==> config.mk <==
export PLATFORM = sky130hd
export DESIGN_NAME = atp_back
export DESIGN_NICKNAME = d
export VERILOG_FILES = /design/src/atp_pkg.sv /design/src/atp_back.sv
export SDC_FILE = /design/constraint.sdc
export NUM_CORES = 2
export LEC_CHECK = 0
export BUFFER_PORTS_ARGS = -buffer_cell sky130_fd_sc_hd__buf_2
export CORE_ASPECT_RATIO = 1.1
export CORE_MARGIN = 8
export CORE_UTILIZATION = 60
export DETAILED_ROUTE_END_ITERATION = 12
export PLACE_DENSITY = 0.77
export SYNTH_ARGS = -nofsm -noshare
export SYNTH_HDL_FRONTEND = slang
export SYNTH_MEMORY_MAX_BITS = 65536
export SYNTH_SLANG_ARGS = --single-unit
==> constraint.sdc <==
create_clock -name clk -period 16 [get_ports clk]
set_input_delay 1.6 -clock clk [delete_from_list [all_inputs] [get_ports clk]]
set_output_delay 1.6 -clock clk [all_outputs]
set_load 0.005 [all_outputs]
==> src/atp_pkg.sv <==
`default_nettype none
package atp_pkg;

  localparam int TABLE_DEPTH_DEF = 64;
  localparam int QUEUE_DEPTH     = 2;
  localparam int ID_W            = 32;
  localparam int SIZE_W          = 40;
  localparam int USAGE_W         = 48;
  localparam int COUNT_W         = 32;
  localparam int MIB_SHIFT       = 20;
  localparam int MIB_W           = USAGE_W - MIB_SHIFT;

  typedef enum logic {
    OP_ALLOC = 1'b0,
    OP_FREE  = 1'b1
  } op_t;

  typedef enum logic [2:0] {
    S_CLEAR,
    S_IDLE,
    S_SCAN,
    S_UPDATE,
    S_REPORT
  } bstate_t;

  typedef struct packed {
    logic                     req_type;
    logic signed [ID_W-1:0]   alloc_id;
    logic        [SIZE_W-1:0] alloc_size;
  } in_req_t;

  typedef struct packed {
    logic               matched;
    logic               table_full;
    logic [USAGE_W-1:0] usage_bytes;
    logic [USAGE_W-1:0] peak_bytes;
    logic [MIB_W-1:0]   peak_mib;
    logic [COUNT_W-1:0] alloc_events;
    logic [COUNT_W-1:0] free_events;
  } out_res_t;

  typedef struct packed {
    op_t               op;
    logic [ID_W-1:0]   id;
    logic [SIZE_W-1:0] size;
  } cmd_t;

  typedef struct packed {
    logic live;
    logic [ID_W-1:0]   id;
    logic [SIZE_W-1:0] size;
  } slot_t;

  typedef struct packed {
    logic valid;
    cmd_t cmd;
  } front_out_t;

  typedef struct packed {
    logic pop;
    logic clearing;
  } back_ctl_t;

endpackage
`default_nettype wire

==> src/atp_back.sv <==
`default_nettype none
module atp_back
  import atp_pkg::*;
#(
  parameter int TABLE_DEPTH = TABLE_DEPTH_DEF
) (
  input  wire        clk,
  input  wire        rst_n,
  input  front_out_t fo,
  output back_ctl_t  ctl,
  output logic       out_strobe,
  output out_res_t   out_res
);

  localparam int AW = (TABLE_DEPTH > 1) ? $clog2(TABLE_DEPTH) : 1;

  slot_t              mem_r [TABLE_DEPTH];
  slot_t              rd_data_r;
  logic               mem_we;
  logic [AW-1:0]      mem_wa;
  slot_t              mem_wd;

  bstate_t            state_r, state_nxt;
  logic [AW:0]        iss_r, iss_nxt;
  logic               rdv_r, rdv_nxt;
  logic [AW-1:0]      rdidx_r, rdidx_nxt;
  cmd_t               cur_r, cur_nxt;
  logic               found_r, found_nxt;
  logic [AW-1:0]      hit_idx_r, hit_idx_nxt;
  logic [SIZE_W-1:0]  hit_size_r, hit_size_nxt;
  logic [USAGE_W-1:0] live_r, live_nxt;
  logic [USAGE_W-1:0] peak_r, peak_nxt;
  logic [COUNT_W-1:0] alloc_cnt_r, alloc_cnt_nxt;
  logic [COUNT_W-1:0] free_cnt_r, free_cnt_nxt;
  logic               matched_r, matched_nxt;
  logic               full_r, full_nxt;
  logic               out_strobe_r, out_strobe_nxt;
  out_res_t           out_res_r, out_res_nxt;
  logic               hit;
  logic [USAGE_W:0]   sum;

  assign hit = (cur_r.op == OP_ALLOC) ? !rd_data_r.live
             : (rd_data_r.live && (rd_data_r.id == cur_r.id));
  assign sum = {1'b0, live_r} + {{(USAGE_W - SIZE_W + 1){1'b0}}, cur_r.size};

  always_comb begin
    state_nxt      = state_r;
    iss_nxt        = iss_r;
    rdv_nxt        = 1'b0;
    rdidx_nxt      = rdidx_r;
    cur_nxt        = cur_r;
    found_nxt      = found_r;
    hit_idx_nxt    = hit_idx_r;
    hit_size_nxt   = hit_size_r;
    live_nxt       = live_r;
    peak_nxt       = peak_r;
    alloc_cnt_nxt  = alloc_cnt_r;
    free_cnt_nxt   = free_cnt_r;
    matched_nxt    = matched_r;
    full_nxt       = full_r;
    out_strobe_nxt = 1'b0;
    out_res_nxt    = out_res_r;
    mem_we         = 1'b0;
    mem_wa         = hit_idx_r;
    mem_wd         = '0;
    ctl.pop        = 1'b0;
    ctl.clearing   = (state_r == S_CLEAR);

    case (state_r)
      S_CLEAR: begin
        mem_we  = 1'b1;
        mem_wa  = iss_r[AW-1:0];
        iss_nxt = iss_r + 1'b1;
        if (iss_r == (AW+1)'(TABLE_DEPTH - 1)) begin
          state_nxt = S_IDLE;
        end
      end
      S_IDLE: begin
        if (fo.valid) begin
          ctl.pop   = 1'b1;
          cur_nxt   = fo.cmd;
          iss_nxt   = '0;
          found_nxt = 1'b0;
          state_nxt = S_SCAN;
        end
      end
      S_SCAN: begin
        if (iss_r < (AW+1)'(TABLE_DEPTH)) begin
          rdv_nxt   = 1'b1;
          rdidx_nxt = iss_r[AW-1:0];
          iss_nxt   = iss_r + 1'b1;
        end
        if (rdv_r && hit) begin
          rdv_nxt      = 1'b0;
          found_nxt    = 1'b1;
          hit_idx_nxt  = rdidx_r;
          hit_size_nxt = rd_data_r.size;
          state_nxt    = S_UPDATE;
        end else if (rdv_r && (rdidx_r == AW'(TABLE_DEPTH - 1))) begin
          rdv_nxt   = 1'b0;
          state_nxt = S_UPDATE;
        end
      end
      S_UPDATE: begin
        mem_wa = hit_idx_r;
        if (cur_r.op == OP_ALLOC) begin
          alloc_cnt_nxt = alloc_cnt_r + 1'b1;
          matched_nxt   = 1'b0;
          full_nxt      = !found_r;
          if (found_r) begin
            mem_we      = 1'b1;
            mem_wd.live = 1'b1;
            mem_wd.id   = cur_r.id;
            mem_wd.size = cur_r.size;
            live_nxt    = sum[USAGE_W] ? '1 : sum[USAGE_W-1:0];
          end
        end else begin
          free_cnt_nxt = free_cnt_r + 1'b1;
          matched_nxt  = found_r;
          full_nxt     = 1'b0;
          if (found_r) begin
            mem_we = 1'b1;
            if ({{(USAGE_W - SIZE_W){1'b0}}, hit_size_r} >= live_r) begin
              live_nxt = '0;
            end else begin
              live_nxt = live_r - {{(USAGE_W - SIZE_W){1'b0}}, hit_size_r};
            end
          end
        end
        state_nxt = S_REPORT;
      end
      S_REPORT: begin
        if (live_r > peak_r) begin
          peak_nxt = live_r;
        end
        out_strobe_nxt           = 1'b1;
        out_res_nxt.matched      = matched_r;
        out_res_nxt.table_full   = full_r;
        out_res_nxt.usage_bytes  = live_r;
        out_res_nxt.peak_bytes   = peak_nxt;
        out_res_nxt.peak_mib     = peak_nxt[USAGE_W-1:MIB_SHIFT];
        out_res_nxt.alloc_events = alloc_cnt_r;
        out_res_nxt.free_events  = free_cnt_r;
        state_nxt                = S_IDLE;
      end
      default: begin
        state_nxt = S_IDLE;
      end
    endcase
  end

  always_ff @(posedge clk) begin
    if (!rst_n) begin
      state_r      <= S_CLEAR;
      iss_r        <= '0;
      rdv_r        <= 1'b0;
      live_r       <= '0;
      peak_r       <= '0;
      alloc_cnt_r  <= '0;
      free_cnt_r   <= '0;
      out_strobe_r <= 1'b0;
    end else begin
      state_r      <= state_nxt;
      iss_r        <= iss_nxt;
      rdv_r        <= rdv_nxt;
      live_r       <= live_nxt;
      peak_r       <= peak_nxt;
      alloc_cnt_r  <= alloc_cnt_nxt;
      free_cnt_r   <= free_cnt_nxt;
      out_strobe_r <= out_strobe_nxt;
    end
  end

  always_ff @(posedge clk) begin
    rdidx_r    <= rdidx_nxt;
    cur_r      <= cur_nxt;
    found_r    <= found_nxt;
    hit_idx_r  <= hit_idx_nxt;
    hit_size_r <= hit_size_nxt;
    matched_r  <= matched_nxt;
    full_r     <= full_nxt;
    out_res_r  <= out_res_nxt;
  end

  always_ff @(posedge clk) begin
    if (mem_we) begin
      mem_r[mem_wa] <= mem_wd;
    end
    rd_data_r <= mem_r[iss_r[AW-1:0]];
  end

  assign out_strobe = out_strobe_r;
  assign out_res    = out_res_r;

endmodule
`default_nettype wire

# ---- After elaboration in Yosys (flattened, before gate mapping)
# Memories as Yosys holds them, arrays and structs flattened. A register that Yosys moved wholly into a read port is not among the register bits.
# Cells that the tools add are included.
# W data, S select, Z words.
dict set report op_classes {
  n_addsub 5
  multipliers 0
  div 0
  n_lt_le_gt_ge 3
  eq_ne 12
  n_shift 0
  n_mux 30
  bitwise 3
  reduce_logical 18
}
# operator count
set op_table {}
lappend op_table {{$mux W48} 6}
lappend op_table {{$mux W73} 3}
lappend op_table {{$add A32 B1 Y32 const B} 2}
lappend op_table {{$add A48 B40 Y49} 1}
lappend op_table {{$ge A40 B48 Y1} 1}
lappend op_table {{$gt A48 B48 Y1} 1}
lappend op_table {{$sub A48 B40 Y48} 1}
lappend op_table {{$eq A32 B32 Y1} 1}
lappend op_table {{$pmux W7 S3} 1}
lappend op_table {{$mux W7} 2}
lappend op_table {{$mux W3} 4}
lappend op_table {{$pmux W3 S4} 1}
lappend op_table {{$reduce_and A2 Y1} 6}
lappend op_table {{$mux W1} 10}
lappend op_table {{$reduce_and A3 Y1} 3}
lappend op_table {{$add A7 B1 Y7 const B} 1}
lappend op_table {{$eq A7 B6 Y1 const B} 1}
lappend op_table {{$lt A7 B7 Y1 const B} 1}
lappend op_table {{$eq A3 B2 Y1 const B} 2}
lappend op_table {{$eq A6 B6 Y1 const B} 1}
lappend op_table {{$mux W6} 1}
lappend op_table {{$ne A2 B2 Y1 const B} 3}
lappend op_table {{$pmux W1 S2} 2}
lappend op_table {{$reduce_or A4 Y1} 1}
lappend op_table {{10 further kinds} 15}
dict set report word_totals {
  ff_bits 490
  latchBits 0
  ram_bits 4672
  mem_bits_ro 0
  inputBits 76
  output_inout_bits 193
  word_cells 96
  n_memories 1
}
# memory depth width rd rd_clocked_by_memory_dff write_ports line
set memory_table {}
lappend memory_table {mem_r 64 73 1 1 1 atp_back.sv:17} ;# slot_t mem_r [TABLE_DEPTH];

# ---- Logic depth before layout (Yosys ltp)
dict set report logic_depth {
  depth_word 6
  mapped_depth 15
  ltp_nobuf 14
}

# ---- Worst setup path before layout
# No wires, ideal clock.
dict set report synth_timing {
  path_kind {flip-flop to flip-flop}
  from {register state_r[1]}
  to {register peak_r[6]}
  setup_time_ps 129
  arrival_time_ps 14622
  required_time_ps 15871
  path_slack_ps 1249
  stages_incl_launch_ff 8
  path_buffers 3
  period_less_slack_ps 14751
  path_cell_list {dfxtp_1 > clkbuf_1 > nor3b_1 > o211ai_2 > buf_2 > buf_4 > nand3_1 > o21ai_0}
}
dict set report synth_between {
  elab_chain_len 1
}
# item line
set synth_rtl {}
lappend synth_rtl {{start, declared} atp_back.sv:23} ;# bstate_t state_r, state_nxt;
lappend synth_rtl {{start signal, assigned} atp_back.sv:163} ;# state_r <= state_nxt;
lappend synth_rtl {{$eq A3 B3 Y1} atp_back.sv:69} ;# case (state_r)
lappend synth_rtl {{end signal, assigned} atp_back.sv:167} ;# peak_r <= peak_nxt;
lappend synth_rtl {{end, declared} atp_back.sv:32} ;# logic [USAGE_W-1:0] peak_r, peak_nxt;
# Every way passes these cells.
# A chain may end at the register's enable or synchronous reset.

==> results.tsv <==
metric	value	unit
power per cell area	123	nW/um2
Core Rows	223	
Via Count	106000	
most common cell in the netlist	edfxtp_1	
Final Slew Violations	0	
met1 usage	0.419	
syn avg cell area	22.3	um2
Min Hold Slack	0.412	ns
Max Freq	154	MHz
fin crit period	6.49	ns
Worst path slowest cell	dfxtp_4	
Clock Latency Late Sink	1.03	ns
top cell family by delay on the critical path	buffers and inverters	
P&R area growth vs syn	11.6	%
WL final	610000	um
synth unique cells	85	
Synth Register Bits	5207	
Setup WS post-layout	9.51	ns
Worst-Margin Slew	1.44	ns
Initial Util	0.602	
setup_tns	0	ns
antenna violations before repair	32	
Rel. slew slack	0.0357	
Buffers on Ports	268	
Overall Power	0.0278	W
gr busiest metal	met2	
# DRC	0	
Mapped Area	202000	um2
CTS tree	done	
Initial DRC Count	18700	
Synth area leader	edfxtp_1	
ranking of synthesized cells by area	edfxtp_1 (74%), mux4_2 (17%), dfxtp_1 (2.4%)	
post-CTS setup buffer count	0	
TritonCTS Buffers	469	
Crit path depth	7	
ys flop type	edfxtp_1	
pre-CTS setup slack	9.57	ns
worst path arrival time	7.37	ns
pin count of the biggest net entering global routing	164	
GR Util met3	0.103	
clock sink total	5207	
kind of critical path	register to register	
status	complete, no violations	
Via density	7.30	
hold path cells	0	
Most common cell on crit path	buf_4	
ys async rst share	0	
clk root buf	clkbuf_16	
fin nets	9805	
max cap viols	0	
Die Ht	625	um
Final Setup Violations	0	
Peak VDD IR	94.8	uV
Reg2Reg Depth	7	
Congestion Overflow GR	0	
post-synth top area share	0.738	
Fin. Hold Viols	0	
clock slew at reported path FFs	0.07	ns
Detailed Place HPWL	292000	um
register area share after synthesis	0.762	
Final Skew	0.0790	ns
EDFF count, synth	4962	
Lkg Pwr	61.1	nW
cells after synthesis	9071	
Hold Crit Class	register to register	
routed length per instance	42.0	um
DIE WIDTH	569	um
synth cell count leaders	edfxtp_1 (4962), mux4_2 (1533), clkbuf_1 (329)	
final RePlAce weighted congestion	0.920	
Routed Antenna Nets	0	
clock tree buffer depth	4	
layout cell share with drive strength beyond 1	0.296	
CP required	16.87	ns
syn nets	9280	
critical path startpoint category	register	
Yosys warning count	0	
final core utilization	0.673	
final worst path period share	0.406	
Hold-fix buffers, CTS	0	
CP bufs+invs	4	
number of global-route vias before repair	106000	
RSZ-0062 raised after global routing	no	
htree depth	5	
crit-path cells	buf_4 -> buf_4 -> buf_4 -> buf_4 -> mux4_2 -> mux4_2 -> mux4_2	
I/O Pins	269	
M2 GR Usage	0.529	
first-pass GRT wire length	834000	um
Pre-Repair DR Iteration Count	8	
core region area	335000	um2
DIE AREA	356000	um2
Total Routing Usage GR	0.336	
CTS resizes	0	
crit path max fanout	48	
Max stage delay on crit path	0.94	ns
crit end category	register	
==> final cells by class <==
type / count / area (um2)
antenna: 28 / 70.1
clock buffer: 615 / 12800
clock inverter: 269 / 3010
fill: 19400 / 110000
inverter: 122 / 465
multi-input combinational: 3252 / 46100
sequential: 5207 / 154000
tap: 4500 / 5630
timing repair buffer: 544 / 3490
==> state kept, by name (all words and copies together) (netlist names) <==
signal	flops
mem_r	4672
out_res	162
cur_r	73
rd_data_r	73
live_r	48
peak_r	48
hit_size_r	40
alloc_cnt_r	32
free_cnt_r	32
iss_r	7
hit_idx_r	6
rdidx_r	6
state_r	3
found_r	1
full_r	1
matched_r	1
out_strobe	1
rdv_r	1
==> worst register-to-register path: cells and delay by family, from the launching register on <==
| family | cells | cell delay [ns] |
|---|---|---|
| buffers and inverters | 4 | 3.71 |
| multiplexers | 3 | 1.71 |
| flip-flops | 1 | 0.94 |
==> metal layers <==
metal / vias to the layer above / part of all wire
met1: 54000 / 0.31
li1: 39300 / -
met3: 2406 / 0.15
met4: 24 / 0.074
met2: 10300 / 0.47
met5: - / 0.00034
==> power breakdown <==
group | switching (W) | internal (W) | total [W]
clock network | 0.00521 | 0.00653 | 0.0117
registers | 0.000116 | 0.0148 | 0.0150
logic | 0.000662 | 0.000467 | 0.00113
==> cell families (layout without fill, tap and decap cells) <==
family                     count (synthesis)  in the layout  synth area share
AOI/OAI and AO/OA                        611            611            0.0182
xor gates and xnor gates                 154            154           0.00668
adders and majority gates                133            133           0.00831
buffers and inverters                    612           1550            0.0125
DFF                                     5207           5207             0.762
muxes                                   1581           1581             0.174
other                                      0             28                 0
and+or+nand+nor                          773            773            0.0188
==> through the flow <==
step | cells | cell area (um2)
2_1_floorplan | 9071 | 202000
3_3_place_gp | 13600 | 210000
3_5_place_dp | 13600 | 210000
4_1_cts | 14500 | 225000
5_1_grt | 14500 | 226000
6_report | 14500 | 226000
==> layout by cell type (no fill, tap or decap), types with 131 or more instances in the layout <==
cell type,count
a21oi_1,210
buf_2,267
buf_4,271
clkbuf_16,474
dfxtp_1,240
edfxtp_1,4962
ha_1,131
mux4_2,1533
nand2_1,197
nor2_1,135
o21ai_0,198
==> worst paths after layout <==
| check | startpoint | slack (ns) | end |
|---|---|---|---|
| setup reg to reg | iss_r[0] | 9.51 | rd_data_r[22] |
| setup / recovery | iss_r[0] | 9.51 | rd_data_r[22] |
| hold / removal | rd_data_r[15] | 0.41 | hit_size_r[15] |
| hold reg to reg | rd_data_r[15] | 0.41 | hit_size_r[15] |
Power figures use the tool's default switching activity.
