$ cat src/atp_pkg.sv
`default_nettype none
package atp_pkg;

  localparam int TABLE_DEPTH_DEF = 64;
  localparam int QUEUE_DEPTH     = 2;
  localparam int ID_W            = 32;
  localparam int SIZE_W          = 40;
  localparam int USAGE_W         = 48;
  localparam int COUNT_W         = 32;
  localparam int MIB_SHIFT       = 20;
  localparam int MIB_W           = USAGE_W - MIB_SHIFT;

  typedef enum logic {
    OP_ALLOC = 1'b0,
    OP_FREE  = 1'b1
  } op_t;

  typedef enum logic [2:0] {
    S_CLEAR,
    S_IDLE,
    S_SCAN,
    S_UPDATE,
    S_REPORT
  } bstate_t;

  typedef struct packed {
    logic                     req_type;
    logic signed [ID_W-1:0]   alloc_id;
    logic        [SIZE_W-1:0] alloc_size;
  } in_req_t;

  typedef struct packed {
    logic               matched;
    logic               table_full;
    logic [USAGE_W-1:0] usage_bytes;
    logic [USAGE_W-1:0] peak_bytes;
    logic [MIB_W-1:0]   peak_mib;
    logic [COUNT_W-1:0] alloc_events;
    logic [COUNT_W-1:0] free_events;
  } out_res_t;

  typedef struct packed {
    op_t               op;
    logic [ID_W-1:0]   id;
    logic [SIZE_W-1:0] size;
  } cmd_t;

  typedef struct packed {
    logic live;
    logic [ID_W-1:0]   id;
    logic [SIZE_W-1:0] size;
  } slot_t;

  typedef struct packed {
    logic valid;
    cmd_t cmd;
  } front_out_t;

  typedef struct packed {
    logic pop;
    logic clearing;
  } back_ctl_t;

endpackage
`default_nettype wire

$ cat src/atp_front.sv
`default_nettype none
module atp_front
  import atp_pkg::*;
(
  input  wire        clk,
  input  wire        rst_n,
  input  wire        start,
  output logic       busy,
  input  in_req_t    in_req,
  input  back_ctl_t  ctl,
  output front_out_t fo
);

  localparam int PTR_W = $clog2(QUEUE_DEPTH);
  localparam int CNT_W = $clog2(QUEUE_DEPTH + 1);

  cmd_t             q_r [QUEUE_DEPTH];
  logic [PTR_W-1:0] wr_ptr_r, wr_ptr_nxt;
  logic [PTR_W-1:0] rd_ptr_r, rd_ptr_nxt;
  logic [CNT_W-1:0] count_r, count_nxt;
  logic             push;
  logic             pop;
  cmd_t             cmd_in;

  assign busy = (count_r == CNT_W'(QUEUE_DEPTH)) || ctl.clearing;
  assign push = start && !busy;
  assign pop  = ctl.pop && (count_r != '0);

  always_comb begin
    cmd_in.op   = in_req.req_type ? OP_FREE : OP_ALLOC;
    cmd_in.id   = in_req.alloc_id;
    cmd_in.size = in_req.alloc_size;
  end

  always_comb begin
    wr_ptr_nxt = wr_ptr_r;
    rd_ptr_nxt = rd_ptr_r;
    count_nxt  = count_r;
    if (push) begin
      wr_ptr_nxt = (wr_ptr_r == PTR_W'(QUEUE_DEPTH - 1)) ? '0 : wr_ptr_r + 1'b1;
    end
    if (pop) begin
      rd_ptr_nxt = (rd_ptr_r == PTR_W'(QUEUE_DEPTH - 1)) ? '0 : rd_ptr_r + 1'b1;
    end
    if (push && !pop) begin
      count_nxt = count_r + 1'b1;
    end else if (pop && !push) begin
      count_nxt = count_r - 1'b1;
    end
  end

  always_ff @(posedge clk) begin
    if (!rst_n) begin
      wr_ptr_r <= '0;
      rd_ptr_r <= '0;
      count_r  <= '0;
    end else begin
      wr_ptr_r <= wr_ptr_nxt;
      rd_ptr_r <= rd_ptr_nxt;
      count_r  <= count_nxt;
    end
  end

  always_ff @(posedge clk) begin
    if (push) begin
      q_r[wr_ptr_r] <= cmd_in;
    end
  end

  assign fo.valid = (count_r != '0);
  assign fo.cmd   = q_r[rd_ptr_r];

endmodule
`default_nettype wire

$ cat config.mk
export PLATFORM = sky130hd
export DESIGN_NAME = atp_front
export DESIGN_NICKNAME = d
export VERILOG_FILES = /design/src/atp_pkg.sv /design/src/atp_front.sv
export SDC_FILE = /design/constraint.sdc
export NUM_CORES = 1
export LEC_CHECK = 0
export ABC_AREA = 1
export BUFFER_PORTS_ARGS = -buffer_cell sky130_fd_sc_hd__buf_4
export CAP_MARGIN = 20
export CORE_ASPECT_RATIO = 1.1
export CORE_UTILIZATION = 52
export CTS_CLUSTER_DIAMETER = 120
export DETAILED_ROUTE_END_ITERATION = 8
export GPL_ROUTABILITY_DRIVEN = 0
export PLACE_DENSITY = 0.87
export SETUP_SLACK_MARGIN = 0.05
export SYNTH_ARGS = -nofsm -noshare
export SYNTH_HDL_FRONTEND = slang
export SYNTH_SLANG_ARGS = --single-unit
$ cat constraint.sdc
create_clock -name clk -period 6.5 [get_ports clk]
set_input_delay 1.3 -clock clk [delete_from_list [all_inputs] [get_ports clk]]
set_output_delay 1.3 -clock clk [all_outputs]
set_load 0.03 [all_outputs]
# Word level (Yosys, flattened, before mapping)
# Memories as Yosys holds them, arrays and structs flattened. A register that Yosys moved wholly into a read port is not among the register bits.
# Index checks and enable logic that the tools add are counted.
[totals]
regBits = 4
ramBits = 146
input_bits = 78
out_inout_bits = 75
word_cells = 28
mem_count = 1
[op_classes]
addsub = 4
n_eq_ne = 1
muxes = 9
n_reduce_logical = 10
[mem_list]
columns = ["name", "depth", "word_bits", "read_ports", "rd_clocked_by_memory_dff", "write_ports", "line", "rtl"]
rows = [
  ["q_r", 2, 73, 1, 1, 1, "atp_front.sv:17", "cmd_t q_r [QUEUE_DEPTH];"],
]
[op_table]
columns = ["cell", "n"]
rows = [
  ["$mux W1", 7],
  ["$logic_and A1 B1 Y1", 4],
  ["$mux W2", 2],
  ["$reduce_bool A2 Y1", 2],
  ["$logic_not A1 Y1", 3],
  ["$add A1 B1 Y1 const B", 2],
  ["$add A2 B1 Y2 const B", 1],
  ["$eq A2 B2 Y1 const B", 1],
  ["$sub A2 B1 Y2 const B", 1],
  ["$logic_or A1 B1 Y1", 1],
]

# Longest topological paths before layout
# Gate-level depths: netlist of the first run.
[logic_depth]
word_depth = 8
depth_mapped = 11
ltp_nobuf = 11

# Worst setup path before layout of the first run
# No wires, ideal clock.
[synth_path]
path_kind = "input-to-reg"
from = "in ctl[0] in the netlist's numbering"
to = "mem q_r[0][0] in the netlist's numbering (enable)"
setup_time_ns = 0.505
arrival_ns = 4.540
required_ns = 5.995
path_slack_ns = 1.456
stages = 3
n_path_buf = 0
path_cell_list = "inv_1 -> nand3_1 -> nor2_1"
[synth_via]
elab_chain_cells = 5
[synth_rtl]
columns = ["element", "line", "rtl"]
rows = [
  ["start: declaration", "atp_front.sv:10", "input back_ctl_t ctl,"],
  ["$logic_or A1 B1 Y1", "atp_front.sv:25", "assign busy = (count_r == CNT_W'(QUEUE_DEPTH)) || ctl.clearing;"],
  ["$logic_not A1 Y1", "atp_front.sv:26", "assign push = start && !busy;"],
  ["$logic_and A1 B1 Y1", "atp_front.sv:26", ""],
  ["$mux W1", "atp_front.sv:65", "if (push) begin"],
  ["$mux W1 (not written as such)", "atp_front.sv:66", "q_r[wr_ptr_r] <= cmd_in;"],
  ["end: declaration", "atp_front.sv:17", ""],
]
# Every way passes these cells.

==> reports/summary.txt, run 1 <==
status -> finished, final reports clean
Yosys top cell by area -> edfxtp_1
hold path cells -> 2
RSZ-0062 raised after global routing -> no
via density per instance -> 4.92
Final TNS setup -> 0 ns
Final Max Tran Viols -> 0
FF/Latch Area -> 0.00449 mm2
register clock-pin slew on the reported worst setup and hold paths -> 0.05 ns
H-tree depth -> 4
CTS Buffer Depth -> 2
switching share of power -> 0.255
Net Sw Power -> 0.700 mW
Post-CTS Setup Bufs -> 0
cts hold-fix bufs -> 0
mapped cell area -> 0.00588 mm2
Distinct cells, synth -> 15
standard-cell rows -> 40
Port Buffers -> 152
# nets final -> 514
total CTS buffers -> 17
vias in the first global route -> 3002
Tot GR Track Use -> 0.178
Syn Nets -> 347
total routed wirelength -> 9.94 mm
fin util -> 0.702
initial DRC count -> 115
Remaining DRCs -> 0
first-pass GRT wire length -> 14.9 mm
initial antenna violation count -> 0
yosys warns -> 0
post-CTS sizing -> 0
commonest non-fill, non-tap cell in the layout -> buf_4
period utilisation layout -> 0.581
DIE AREA -> 0.0117 mm2
WP data required -> 5.20 ns
largest net degree at the start of global routing -> 45
clock share of power -> 0.356
Seq cells post-synth -> 151
leading post-synthesis cells by cell area -> edfxtp_1, mux2_4, buf_12, dfxtp_1, inv_1
Internal -> 2.04 mW
critical-path maximum fanout -> 39
die outline height -> 114 um
Post-Synthesis Cells -> 268
final setup vio count -> 0
commonest cells after routing, fill and taps aside -> buf_4, edfxtp_1, mux2_4, clkbuf_16, nand2_1
Skew-Pair Late Insertion Delay -> 0.41 ns
CP arrival -> 2.48 ns
Layout area overhead -> 30.9%
Final min period -> 3.78 ns
Post-DP HPWL -> 6.54 mm
io pins -> 153
share of cells above drive strength 1 -> 0.584
Comb pwr share -> 0.214
Place WS -> 3.09 ns
final hold vios -> 0
P per Cell Area -> 356 mW/mm2
DR pass1 iterations -> 4
critical path class -> flop to output pin
drt wl/cell -> 16.8 um
Leakage Power -> 3.05 nW
Worst VDD drop -> 205 uV
Num Clock Sinks -> 151
Hold Path Class -> flop to flop
post-synthesis sequential area ratio -> 0.763
Critical Path Source Type -> flop
top-area cell type share of the netlist area -> 0.746
Max Clk Rate -> 265 MHz
worst slew pin tran -> 0.702 ns
max_cap viols -> 0
multi-input logic area -> 0.00121 mm2
CTS tree -> built
Initial Util -> 0.536
GRT overflow -> 0
Core ar. -> 0.0110 mm2
Rel. slew slack -> 0.532
fin worst setup slack -> 2.72 ns
endpoint type of the worst setup path -> output pin
reg2reg path depth -> 5
Mean Syn Cell Area -> 21.9 um2
clk_skew -> 0.00386 ns
CTS root buffer -> clkbuf_16
sequential share of power -> 0.430
antenna viol nets, final -> 0
Layout fillers -> 691
ANT cells -> 0
Vias -> 2915
Die X -> 103 um
[cell families (layout without fill, tap and decap cells)]
| family | after synthesis | after routing | share of synthesized area |
|---|---|---|---|
| DFF | 151 | 151 | 0.763 |
| muxes | 73 | 73 | 0.185 |
| and+or+nand+nor | 21 | 21 | 0.0147 |
| buffers and inverters | 19 | 196 | 0.0328 |
| AOI/OAI and AO/OA | 3 | 3 | 0.00298 |
| adders and majority gates | 1 | 1 | 0.00213 |
[state kept, by name, indices dropped and copies added (netlist names), named ones only]
name	flops
q_r	146
count_r	2
rd_ptr_r	1
wr_ptr_r	1
[worst max-delay path: stages, from the launching register on]
cell     delay, ns
dfxtp_4       0.78
buf_4         0.68
mux2_2        0.41
buf_4         0.17
[power by group through the flow]
| stage | logic, mW | clock network (mW) | registers (mW) |
|---|---|---|---|
| 2_1_floorplan | 0.452 | 0 | 1.17 |
| 3_3_place_gp | 0.578 | 0 | 1.19 |
| 3_5_place_dp | 0.592 | 0 | 1.20 |
| 4_1_cts | 0.594 | 0.993 | 1.18 |
| 5_1_grt | 0.622 | 1.03 | 1.18 |
| 6_report | 0.587 | 0.976 | 1.18 |
[through the flow]
step	hold WS (ns)	power (mW)	cell area, um2	instances
final	0.500	2.74	7690	592
after global routing	0.542	2.84	7690	592
after CTS	0.508	2.77	7690	592
after detailed placement	0.492	1.79	7110	563
after global placement	0.478	1.77	7090	562
after floorplan	0.467	1.62	5880	268
[Yosys cell counts]
cell type,instances
inv_1,11
nor2_1,6
a21oi_1,1
buf_12,7
mux2_4,70
o21a_1,1
o21ai_0,1
mux2_2,3
dfxtp_1,5
nand4_1,2
ha_1,1
nand2_1,11
buf_6,1
edfxtp_1,146
nand3_1,2
[final timing paths]
path | start | to | slack [ns]
setup / recovery | flop | fo[57] | 2.72
setup reg to reg | count_r[0] | q_r[1][3] | 4.36
hold / removal | rd_ptr_r | flop | 0.50
hold reg to reg | rd_ptr_r | flop | 0.50
[per-layer routing]
metal	up-vias	share of wire	GRT usage
li1	1366	-	-
met1	1428	0.41	0.210
met2	106	0.52	0.297
met3	15	0.060	0.0558
met4	0	0.015	0.0817
met5	-	0	0
[cell type report]
class	instances	area share
timing repair buffer	156	0.154
multi-input combinational	98	0.157
clock buffer	17	0.0553
clock inverter	12	0.0210
tap	147	0.0239
inverter	11	0.00553
sequential	151	0.583
Power figures use the tool's default switching activity.
==> inputs of run 2 (changes only) <==
- ABC_AREA: 1 -> 0
- CORE_UTILIZATION: 52 -> 47
- PLACE_DENSITY: 0.87 -> 0.84
- clock period: 6.5 -> 3.05 ns (I/O delays scaled with it)
==> run 2 against run 1 <==
Net effect: total power increased by 130%; largest power group unchanged; synthesized cell count decreased by 5.6%; cell count is 1.9% lower; clock power up 98%.
==> reports/summary.txt, run 2 <==
Max Clk Rate -> 393 MHz
Num Clock Sinks -> 151
Distinct cells, synth -> 19
CP top delay family -> flip-flops
Skew-Pair Late Insertion Delay -> 0.41 ns
DIE AREA -> 0.0122 mm2
Post-Synthesis Cells -> 253
Mean Syn Cell Area -> 21.8 um2
yosys warns -> 0
fin worst setup slack -> 0.504 ns
Buffers & Inverters on Critical Path -> 2
Core ar. -> 0.0114 mm2
max reg flops -> 146
Worst path slowest cell -> dfxtp_4
critical-path cell list -> buf_12 -> mux2_1 -> buf_4
Initial Util -> 0.481
leading post-synthesis cells by cell area -> edfxtp_1, mux2_1, dfxtp_1, buf_4, and2_1
Layout area overhead -> 34.3%
commonest cells after routing, fill and taps aside -> buf_4, edfxtp_1, mux2_1, clkbuf_16
Final min period -> 2.55 ns
Vias -> 2868
period utilisation layout -> 0.835
P per Cell Area -> 843 mW/mm2
ANT cells -> 0
clk_skew -> 0.00969 ns
Tot GR Track Use -> 0.164
sequential share of power -> 0.415
CTS tree -> built
Post-CTS Setup Bufs -> 0
H-tree depth -> 4
# nets final -> 499
io pins -> 153
Critical Path Source Type -> flop
Yosys top cell by area -> edfxtp_1
cts hold-fix bufs -> 0
total routed wirelength -> 9.58 mm
fin util -> 0.646
cell with the most instances after synthesis -> edfxtp_1
Seq cells post-synth -> 151
Net Sw Power -> 1.87 mW
CP arrival -> 1.94 ns
Place WS -> 0.858 ns
status -> finished, final reports clean
hold_ws -> 0.386 ns
Post-DP HPWL -> 6.30 mm
Layout fillers -> 790
hold wc startpoint -> in_req[10]
RSZ-0062 raised after global routing -> no
Remaining DRCs -> 0
register clock-pin slew on the reported worst setup and hold paths -> 0.06 ns
commonest non-fill, non-tap cell in the layout -> buf_4
post-synthesis async set-or-reset flop share -> 0
Worst VDD drop -> 481 uV
biggest regs -> q_r (146), count_r (2)
Hold Path Class -> input port to flop
Comb pwr share -> 0.275
Final TNS setup -> 0 ns
GRT overflow -> 0
largest net degree at the start of global routing -> 45
Crit Reg-Reg Startpoint -> count_r[0]
post-CTS sizing -> 0
critical path class -> flop to output pin
max incr delay on CP -> 0.62 ns
ys flop type -> edfxtp_1
CTS Buffer Depth -> 2
initial antenna violation count -> 0
mapped cell area -> 0.00551 mm2
Leakage Power -> 2.75 nW
endpoint type of the worst setup path -> output pin
standard-cell rows -> 41
antenna viol nets, final -> 0
drt wl/cell -> 16.5 um
worst slew pin tran -> 0.558 ns
Final Max Tran Viols -> 0
DR pass1 iterations -> 4
number of flops mapped to enable cells by yosys -> 146
total CTS buffers -> 17
vias in the first global route -> 2974
Port Buffers -> 152
final hold vios -> 0
post-synthesis sequential area ratio -> 0.814
first-pass GRT wire length -> 14.7 mm
Internal -> 4.36 mW
top-area cell type share of the netlist area -> 0.796
max_cap viols -> 0
share of cells above drive strength 1 -> 0.429
via density per instance -> 4.94
final setup vio count -> 0
switching share of power -> 0.300
Die X -> 105 um
critical-path maximum fanout -> 44
CTS root buffer -> clkbuf_16
WP data required -> 2.44 ns
initial DRC count -> 104
Rel. slew slack -> 0.628
Reg with most FFs -> q_r
most instantiated cells after synthesis -> edfxtp_1, mux2_1, buf_4, dfxtp_1, and2_1
Syn Nets -> 332
die outline height -> 116 um
clock share of power -> 0.310
## run 2: logic make-up after synthesis
family | Yosys count | synth area share
xor gates and xnor gates | 3 | 0.00477
and+or+nand+nor | 13 | 0.0148
muxes | 73 | 0.149
AOI/OAI and AO/OA | 4 | 0.00409
adders and majority gates | 1 | 0.00227
DFF | 151 | 0.814
buffers and inverters | 8 | 0.0105
## run 2: per-layer routing
metal,up-vias,share of wire,track usage
met2,106,0.53,0.287
met4,0,0.012,0.0789
li1,1333,-,-
met3,10,0.055,0.0495
met1,1419,0.41,0.186
met5,-,0,0
## run 2: area by class of cell
type / instances / area, um2 / share of cell area
Clock buffer: 20 / 437 / 0.0591
Clock inverter: 10 / 108 / 0.0146
Multi-Input combinational cell: 94 / 977 / 0.132
Sequential cell: 151 / 4490 / 0.607
Tap cell: 150 / 188 / 0.0254
Timing Repair Buffer: 156 / 1200 / 0.162
## run 2: worst paths after layout
check               endpoint  slack [ns]  cells past startpoint
setup / recovery      fo[13]        0.50                      3
hold / removal    q_r[1][10]        0.39                      1
setup reg to reg  q_r[0][14]        1.22                      4
hold reg to reg     wr_ptr_r        0.52                      2
## run 2: power by group through the flow
stage	logic, mW	clock network (mW)	registers (mW)
after detailed placement	1.73	0	2.63
after global routing	1.81	2.05	2.61
after CTS	1.74	1.97	2.59
after global placement	1.71	0	2.62
after floorplan	1.17	0	2.55
final	1.71	1.93	2.59
## run 2: metrics by stage
step           std cells  instance area (um2)  total power, mW
6_report             581                 7390             6.23
4_1_cts              581                 7390             6.30
3_5_place_dp         551                 6850             4.36
3_3_place_gp         551                 6850             4.33
2_1_floorplan        253                 5510             3.72
5_1_grt              581                 7390             6.47
